$ cat src/sv/npcs_pkg.sv
// Package for the nearest palette color search unit.
// Sizes, action codes and controller/datapath interface structs; no dependencies.
package npcs_pkg;

    localparam int PALETTE_SIZE = 256;
    localparam int IDX_W        = (PALETTE_SIZE > 1) ? $clog2(PALETTE_SIZE) : 1;
    localparam int FIELD_IDX_W  = 8;
    localparam int COLOR_W      = 8;
    localparam int SQ_W         = 2 * COLOR_W;
    localparam int DIST_W       = SQ_W + 2;

    // all ones lies above the largest distance 3*255*255, so entry 0 always wins first
    localparam logic [DIST_W-1:0] BOUND_INIT = '1;

    localparam logic ACT_WRITE = 1'b0;
    localparam logic ACT_QUERY = 1'b1;

    typedef struct packed {
        logic wr_en;
        logic start;
        logic issue;
        logic load_result;
    } npcs_cmd_t;

    typedef struct packed {
        logic last_issue;
        logic pipe_empty;
    } npcs_status_t;

endpackage

$ cat src/sv/npcs_ctrl.sv
// Controller FSM: accepts words, sequences the palette walk, owns output valid.
// Depends on npcs_pkg; commands npcs_datapath.
module npcs_ctrl (
    input  logic                   clk,
    input  logic                   rst_n,
    input  logic                   in_valid,
    output logic                   in_stall,
    input  logic                   action,
    output logic                   out_valid,
    input  logic                   out_stall,
    input  npcs_pkg::npcs_status_t status,
    output npcs_pkg::npcs_cmd_t    cmd
);
    import npcs_pkg::*;

    localparam logic [1:0] ST_IDLE  = 2'd0;
    localparam logic [1:0] ST_WALK  = 2'd1;
    localparam logic [1:0] ST_DRAIN = 2'd2;
    localparam logic [1:0] ST_DONE  = 2'd3;

    logic [1:0] state_reg, state_next;
    logic       out_valid_reg, out_valid_next;
    logic       in_accept;

    assign in_stall  = (state_reg != ST_IDLE);
    assign in_accept = in_valid && !in_stall;

    always_comb
    begin
        state_next      = state_reg;
        cmd.wr_en       = 1'b0;
        cmd.start       = 1'b0;
        cmd.issue       = 1'b0;
        cmd.load_result = 1'b0;
        case (state_reg)
            ST_IDLE:
            begin
                if (in_accept)
                begin
                    if (action == ACT_WRITE)
                    begin
                        cmd.wr_en = 1'b1;
                    end
                    else
                    begin
                        cmd.start  = 1'b1;
                        state_next = ST_WALK;
                    end
                end
            end
            ST_WALK:
            begin
                cmd.issue = 1'b1;
                if (status.last_issue)
                begin
                    state_next = ST_DRAIN;
                end
            end
            ST_DRAIN:
            begin
                if (status.pipe_empty)
                begin
                    state_next = ST_DONE;
                end
            end
            ST_DONE:
            begin
                if (!out_valid_reg || !out_stall)
                begin
                    cmd.load_result = 1'b1;
                    state_next      = ST_IDLE;
                end
            end
            default:
            begin
                state_next = ST_IDLE;
            end
        endcase
    end

    always_comb
    begin
        out_valid_next = out_valid_reg;
        if (out_valid_reg && !out_stall)
        begin
            out_valid_next = 1'b0;
        end
        if (cmd.load_result)
        begin
            out_valid_next = 1'b1;
        end
    end

    always_ff @(posedge clk or negedge rst_n)
    begin
        if (!rst_n)
        begin
            state_reg     <= ST_IDLE;
            out_valid_reg <= 1'b0;
        end
        else
        begin
            state_reg     <= state_next;
            out_valid_reg <= out_valid_next;
        end
    end

    assign out_valid = out_valid_reg;

    a_load_after_drain: assert property (@(posedge clk) disable iff (!rst_n)
        cmd.load_result |-> status.pipe_empty)
        else $error("result loaded with distance pipeline busy");

    a_start_walk: assert property (@(posedge clk) disable iff (!rst_n)
        cmd.start |=> (state_reg == ST_WALK))
        else $error("query did not start walk");

    a_walk_end: assert property (@(posedge clk) disable iff (!rst_n)
        (state_reg == ST_WALK) && status.last_issue |=> (state_reg == ST_DRAIN))
        else $error("walk did not end after last entry");

    a_load_valid: assert property (@(posedge clk) disable iff (!rst_n)
        cmd.load_result |=> out_valid_reg)
        else $error("loaded result not presented");

endmodule

$ cat config.mk
export PLATFORM = sky130hd
export DESIGN_NAME = npcs_ctrl
export DESIGN_NICKNAME = d
export VERILOG_FILES = /design/src/sv/npcs_pkg.sv /design/src/sv/npcs_ctrl.sv
export SDC_FILE = /design/constraint.sdc
export NUM_CORES = 1
export LEC_CHECK = 0
export BUFFER_PORTS_ARGS = -buffer_cell sky130_fd_sc_hd__buf_2
export CORE_AREA = 8 8 45 47
export DETAILED_ROUTE_END_ITERATION = 10
export DIE_AREA = 0 0 53 55
export PLACE_DENSITY = 0.38
export SYNTH_ARGS = -nofsm -noshare
export SYNTH_HDL_FRONTEND = slang
export SYNTH_SLANG_ARGS = --single-unit
$ cat constraint.sdc
create_clock -name clk -period 3.3 [get_ports clk]
set_input_delay 0.33 -clock clk [delete_from_list [all_inputs] [get_ports clk]]
set_output_delay 0.33 -clock clk [all_outputs]
set_load 0.02 [all_outputs]
==> impl_metrics.ini, run 1 <==
[status]
outcome = completed

[timing]
finClkSkew_ns = 0.000912
maxSlewHeadroom_pct = 83.1
fin_hold_ws_ns = 0.346
worstMarginPinSlew_ns = 0.250
fin_crit_ns = 1.63
timing.final.crit_share_pct = 49.3
slew_violations = 0
setup_viol = 0
setup_ws_ns = 1.67
fmax_mhz = 615
rsz0062_at_grt = false
hold_viol_final = 0
setup-tns-final_ns = 0

[synthesis]
synthArstFlopShare_pct = 100
yosysMostFrequentCell = ha_1
synth_edf_count = 0
synth-seq-cells = 3
ys_seq_area_share_pct = 30.2
yosysUniqueCellTypes = 18
synth.largest_area_cell = dfrtp_1
synth_area_um2 = 249
synth_area_leaders = dfrtp_1, ha_1, mux2_4
avgSynthCellArea_um2 = 10.4
ys_warn_count = 0
synth_nets = 35
synth_top_flop_cell = dfrtp_1
synth.top_cell.area_share_pct = 30.2
synthCells = 24
netlist_top_cells_count = ha_1, dfrtp_1, inv_1

[floorplanning]
num_rows = 14
start_util_pct = 18.0
ios = 13
core_mm2 = 0.00138
die_h_um = 55
die_area_mm2 = 0.00292
die_w_um = 53

[detailed_routing]
drc = 0
drt_pre_antenna_iters = 2
routed_wl_um = 558
wire_per_inst_um = 9.96
vias = 219
drtIter0Drc = 2
post_drt_via_cell_ratio = 3.91
drtAntennaViolNets = 0

[final_layout]
fin_nets = 52
syn2layout_area_growth_pct = 43.7
post-route-util_pct = 25.9
largest_register_ffs = 2
regArea_um2 = 75.1
drive_gt1_share_pct = 50.0
final.fill_count = 162
multi_input_area_um2 = 155
diodes = 0

[cts]
clk_path_buf_depth = 2
cts_buffers = 3
clk_latency_ns = 0.23
cts.sinks = 3
clkTransAtPathRegs_ns = 0.04
root_buffer = clkbuf_4
htreeDepth = 1
cts_tree = built

[global_route]
grt_use_total_pct = 4.16
overflow = 0
antenna_found_initial = 0
grt_start_max_net_pins = 5
first_global_vias = 225
grt_pass1_wl_um = 848

[hold_path]
holdPathEnd = out_valid$_DFFE_PN0P_
hold_depth = 2
hold_path.startpoint = out_stall
hold_class = in -> reg

[setup_path]
r2r_setup_slack_ns = 1.85
worstPathArrival_ns = 1.30
critPathKind = reg -> out
start_kind = register
reg2reg_from = state_reg[0]$_DFFE_PN0P_
reg2reg_depth = 5
r2r-end = state_reg[1]$_DFFE_PN0P_
crit_start = state_reg[0]$_DFFE_PN0P_
cp_data_required_time_ns = 2.97
endpoint_kind = output pin
crit_fanout = 4

[placement]
hpwl_um = 499
place_ws_ns = 1.85
place.gp.congestion = 0.717
portBuffers = 12

[pwr]
p_per_area_mw_per_mm2 = 945
leakagePower_nw = 0.198
ir_drop_mv = 0.233

[flow_run]
maxCapViolCount = 0
[per-layer routing]
| layer | vias up | routed length (um) | global-route usage, % |
|---|---|---|---|
| met5 | - | 0 | 0 |
| met4 | 0 | 0 | 3.88 |
| met3 | 0 | 64 | 2.94 |
| met2 | 6 | 307 | 6.84 |
| met1 | 101 | 186 | 3.20 |
| li1 | 112 | - | - |
[worst max-delay path, cell delays in order (launching register included)]
cell and delay [ns]:
dfrtp_1 0.39, inv_1 0.11, ha_1 0.24, and3_2 0.19
buf_2 0.15
[cell type report]
| class | count | area share, % |
|---|---|---|
| clock buffer | 4 | 7.34 |
| inverter | 3 | 3.15 |
| multi-input combinational | 17 | 43.4 |
| sequential | 3 | 21.0 |
| tap | 16 | 5.59 |
| timing repair buffer | 13 | 19.6 |
[through the flow]
| stage | cells | instance area, um2 | total power [mW] |
|---|---|---|---|
| floorplan | 24 | 249 | 0.233 |
| global placement | 51 | 322 | 0.277 |
| detailed placement | 51 | 322 | 0.280 |
| CTS | 56 | 358 | 0.347 |
| global route | 56 | 358 | 0.367 |
| finish | 56 | 358 | 0.338 |
[worst max path at each step]
| stage | endpoint | cells after the start |
|---|---|---|
| after floorplan | state_reg[1]$_DFFE_PN0P_ | 5 |
| after global placement | state_reg[1]$_DFFE_PN0P_ | 5 |
| after detailed placement | state_reg[1]$_DFFE_PN0P_ | 5 |
| after CTS | cmd[2] | 4 |
| after global routing | cmd[2] | 4 |
| final | cmd[2] | 4 |
[what timing repair did]
action | CTS | global route
hold buffers | 1 | 0
gates resized for setup | 0 | 0
endpoints found under the hold margin | 3 | 0
setup buffers | 0 | 0
[layout by cell type (no fill, tap or decap), drive strengths merged]
master,n
or2b,1
a21o,1
and3,1
inv,3
clkbuf,4
o2111ai,1
nor4bb,1
nand2b,1
dlygate4sd3,1
a21boi,1
nand2,1
dfrtp,3
buf,12
nand3,1
ha,4
nor2,1
and2,1
a21oi,1
mux2,1
[cells by family (layout without fill, tap and decap cells)]
family          after synthesis  after routing  share of synthesized area [%]
compound gates                4              4                           14.1
flops                         3              3                           30.1
buf+inv                       4             20                           7.54
fa+ha+maj                     4              4                           20.1
simple gates                  8              8                           22.1
mux                           1              1                           6.03
[report_power, final]
group / internal (mW) / switching, mW / leakage, nW
clock network: 0.0452 / 0.0173 / 0.0150
logic: 0.0922 / 0.110 / 0.147
registers: 0.0571 / 0.0167 / 0.0362
No activity file was read; power rests on OpenSTA's default activity.
==> run 2: changes to the inputs <==
- clock period: 3.3 -> 1.6 ns (I/O delays scaled with it)
==> impl_metrics.ini, run 2 (synthesis results as in run 1) <==
[placement]
place.gp.congestion = 0.713
portBuffers = 12
hpwl_um = 476

[cts]
cts_tree = built
cts_hold_buf = 1
postCtsSetupBuffers = 0
clk_path_buf_depth = 2
root_buffer = clkbuf_4
cts.sinks = 3
cts_buffers = 3
clk_latency_ns = 0.23
ctsResizeCount = 0
htreeDepth = 1
clkTransAtPathRegs_ns = 0.04

[global_route]
first_global_vias = 209
grt_use_total_pct = 4.11
grt_start_max_net_pins = 5
antenna_found_initial = 0
overflow = 0
grt_pass1_wl_um = 807

[timing]
fmax_mhz = 691
hold_viol_final = 0
finClkSkew_ns = 0.00372
maxSlewHeadroom_pct = 83.6
worstMarginPinSlew_ns = 0.243
fin_crit_ns = 1.45
setup-tns-final_ns = 0
setup_viol = 0
rsz0062_at_grt = false
timing.final.crit_share_pct = 90.5
slew_violations = 0

[flow_run]
maxCapViolCount = 0

[pwr]
p_per_area_mw_per_mm2 = 1960
ir_drop_mv = 0.734
leakagePower_nw = 0.198

[detailed_routing]
drt_pre_antenna_iters = 2
post_drt_via_cell_ratio = 3.93
vias = 220
routed_wl_um = 564
wl_met1_um = 214
routed.top_layer = met3
drtAntennaViolNets = 0
drc = 0
drtIter0Drc = 5
dr_wl_met3_um = 48
dr_wl_met2_um = 302
wire_per_inst_um = 10.1

[setup_path]
reg2reg_from = state_reg[1]$_DFFE_PN0P_
endpoint_kind = register
worstPathArrival_ns = 1.56
crit_start = state_reg[1]$_DFFE_PN0P_
start_kind = register
cp_data_required_time_ns = 1.71
critPathKind = reg -> reg
reg2reg_depth = 5
crit_fanout = 4

[status]
outcome = completed

[hold_path]
hold_depth = 2
hold_path.startpoint = out_stall
hold_class = in -> reg

[floorplanning]
die_area_mm2 = 0.00292
core_mm2 = 0.00138
die_w_um = 53
num_rows = 14
start_util_pct = 18.0
die_h_um = 55
ios = 13

[final_layout]
post-route-util_pct = 25.9
final.fill_count = 159
layout_common_cells = buf_2, ha_1, clkbuf_4, dfrtp_1, inv_1
regArea_um2 = 75.1
fin_nets = 52
layout_commonest_cell = buf_2
syn2layout_area_growth_pct = 43.7
drive_gt1_share_pct = 50.0
diodes = 0
multi_input_area_um2 = 155
largest_register_ffs = 2
-- run 2: cell counts in the layout (fill, tap and decap cells not counted) --
No cell type changed its count.
-- run 2: per-stage QoR --
stage / hold WS [ns] / total power, mW / area, um2 / std cells / setup slack, ns
after CTS: 0.161 / 0.721 / 358 / 56 / 0.144
final: 0.171 / 0.702 / 358 / 56 / 0.153
after global placement: -0.0413 / 0.572 / 322 / 51 / 0.163
after global routing: 0.164 / 0.762 / 358 / 56 / 0.0816
after floorplan: -0.136 / 0.481 / 249 / 24 / 0.191
after detailed placement: -0.0412 / 0.574 / 322 / 51 / 0.157
-- run 2: per-layer routing --
metal	vias to the layer above	track usage [%]
met4	0	5.17
met1	99	3.05
met2	6	6.64
met5	-	0
li1	115	-
met3	0	2.41
-- run 2: final timing paths --
path                                            endpoint  slack [ns]
worst max-delay path            state_reg[1]$_DFFE_PN0P_        0.15
worst min-delay path               out_valid$_DFFE_PN0P_        0.17
worst max register to register  state_reg[1]$_DFFE_PN0P_        0.15
worst min register to register     out_valid$_DFFE_PN0P_        0.54
max in group asynchronous       state_reg[0]$_DFFE_PN0P_        1.24
min in group asynchronous          out_valid$_DFFE_PN0P_        0.25
-- run 2: layout make-up --
cell class                      count  share of cell area [%]
Multi-Input combinational cell     17                    43.4
Timing Repair Buffer               13                    19.6
Clock buffer                        4                    7.34
Tap cell                           16                    5.59
Inverter                            3                    3.15
Sequential cell                     3                    21.0
-- run 2: power breakdown --
group,internal [mW],switching (mW)
clock network,0.0935,0.0391
logic,0.190,0.224
registers,0.118,0.0374
-- run 2: worst max-delay path, stage by stage (launching register included) --
cell and delay (ns):
dfrtp_1 0.41, inv_1 0.09, ha_1 0.21, inv_2 0.06
o2111ai_2 0.23, mux2_4 0.33
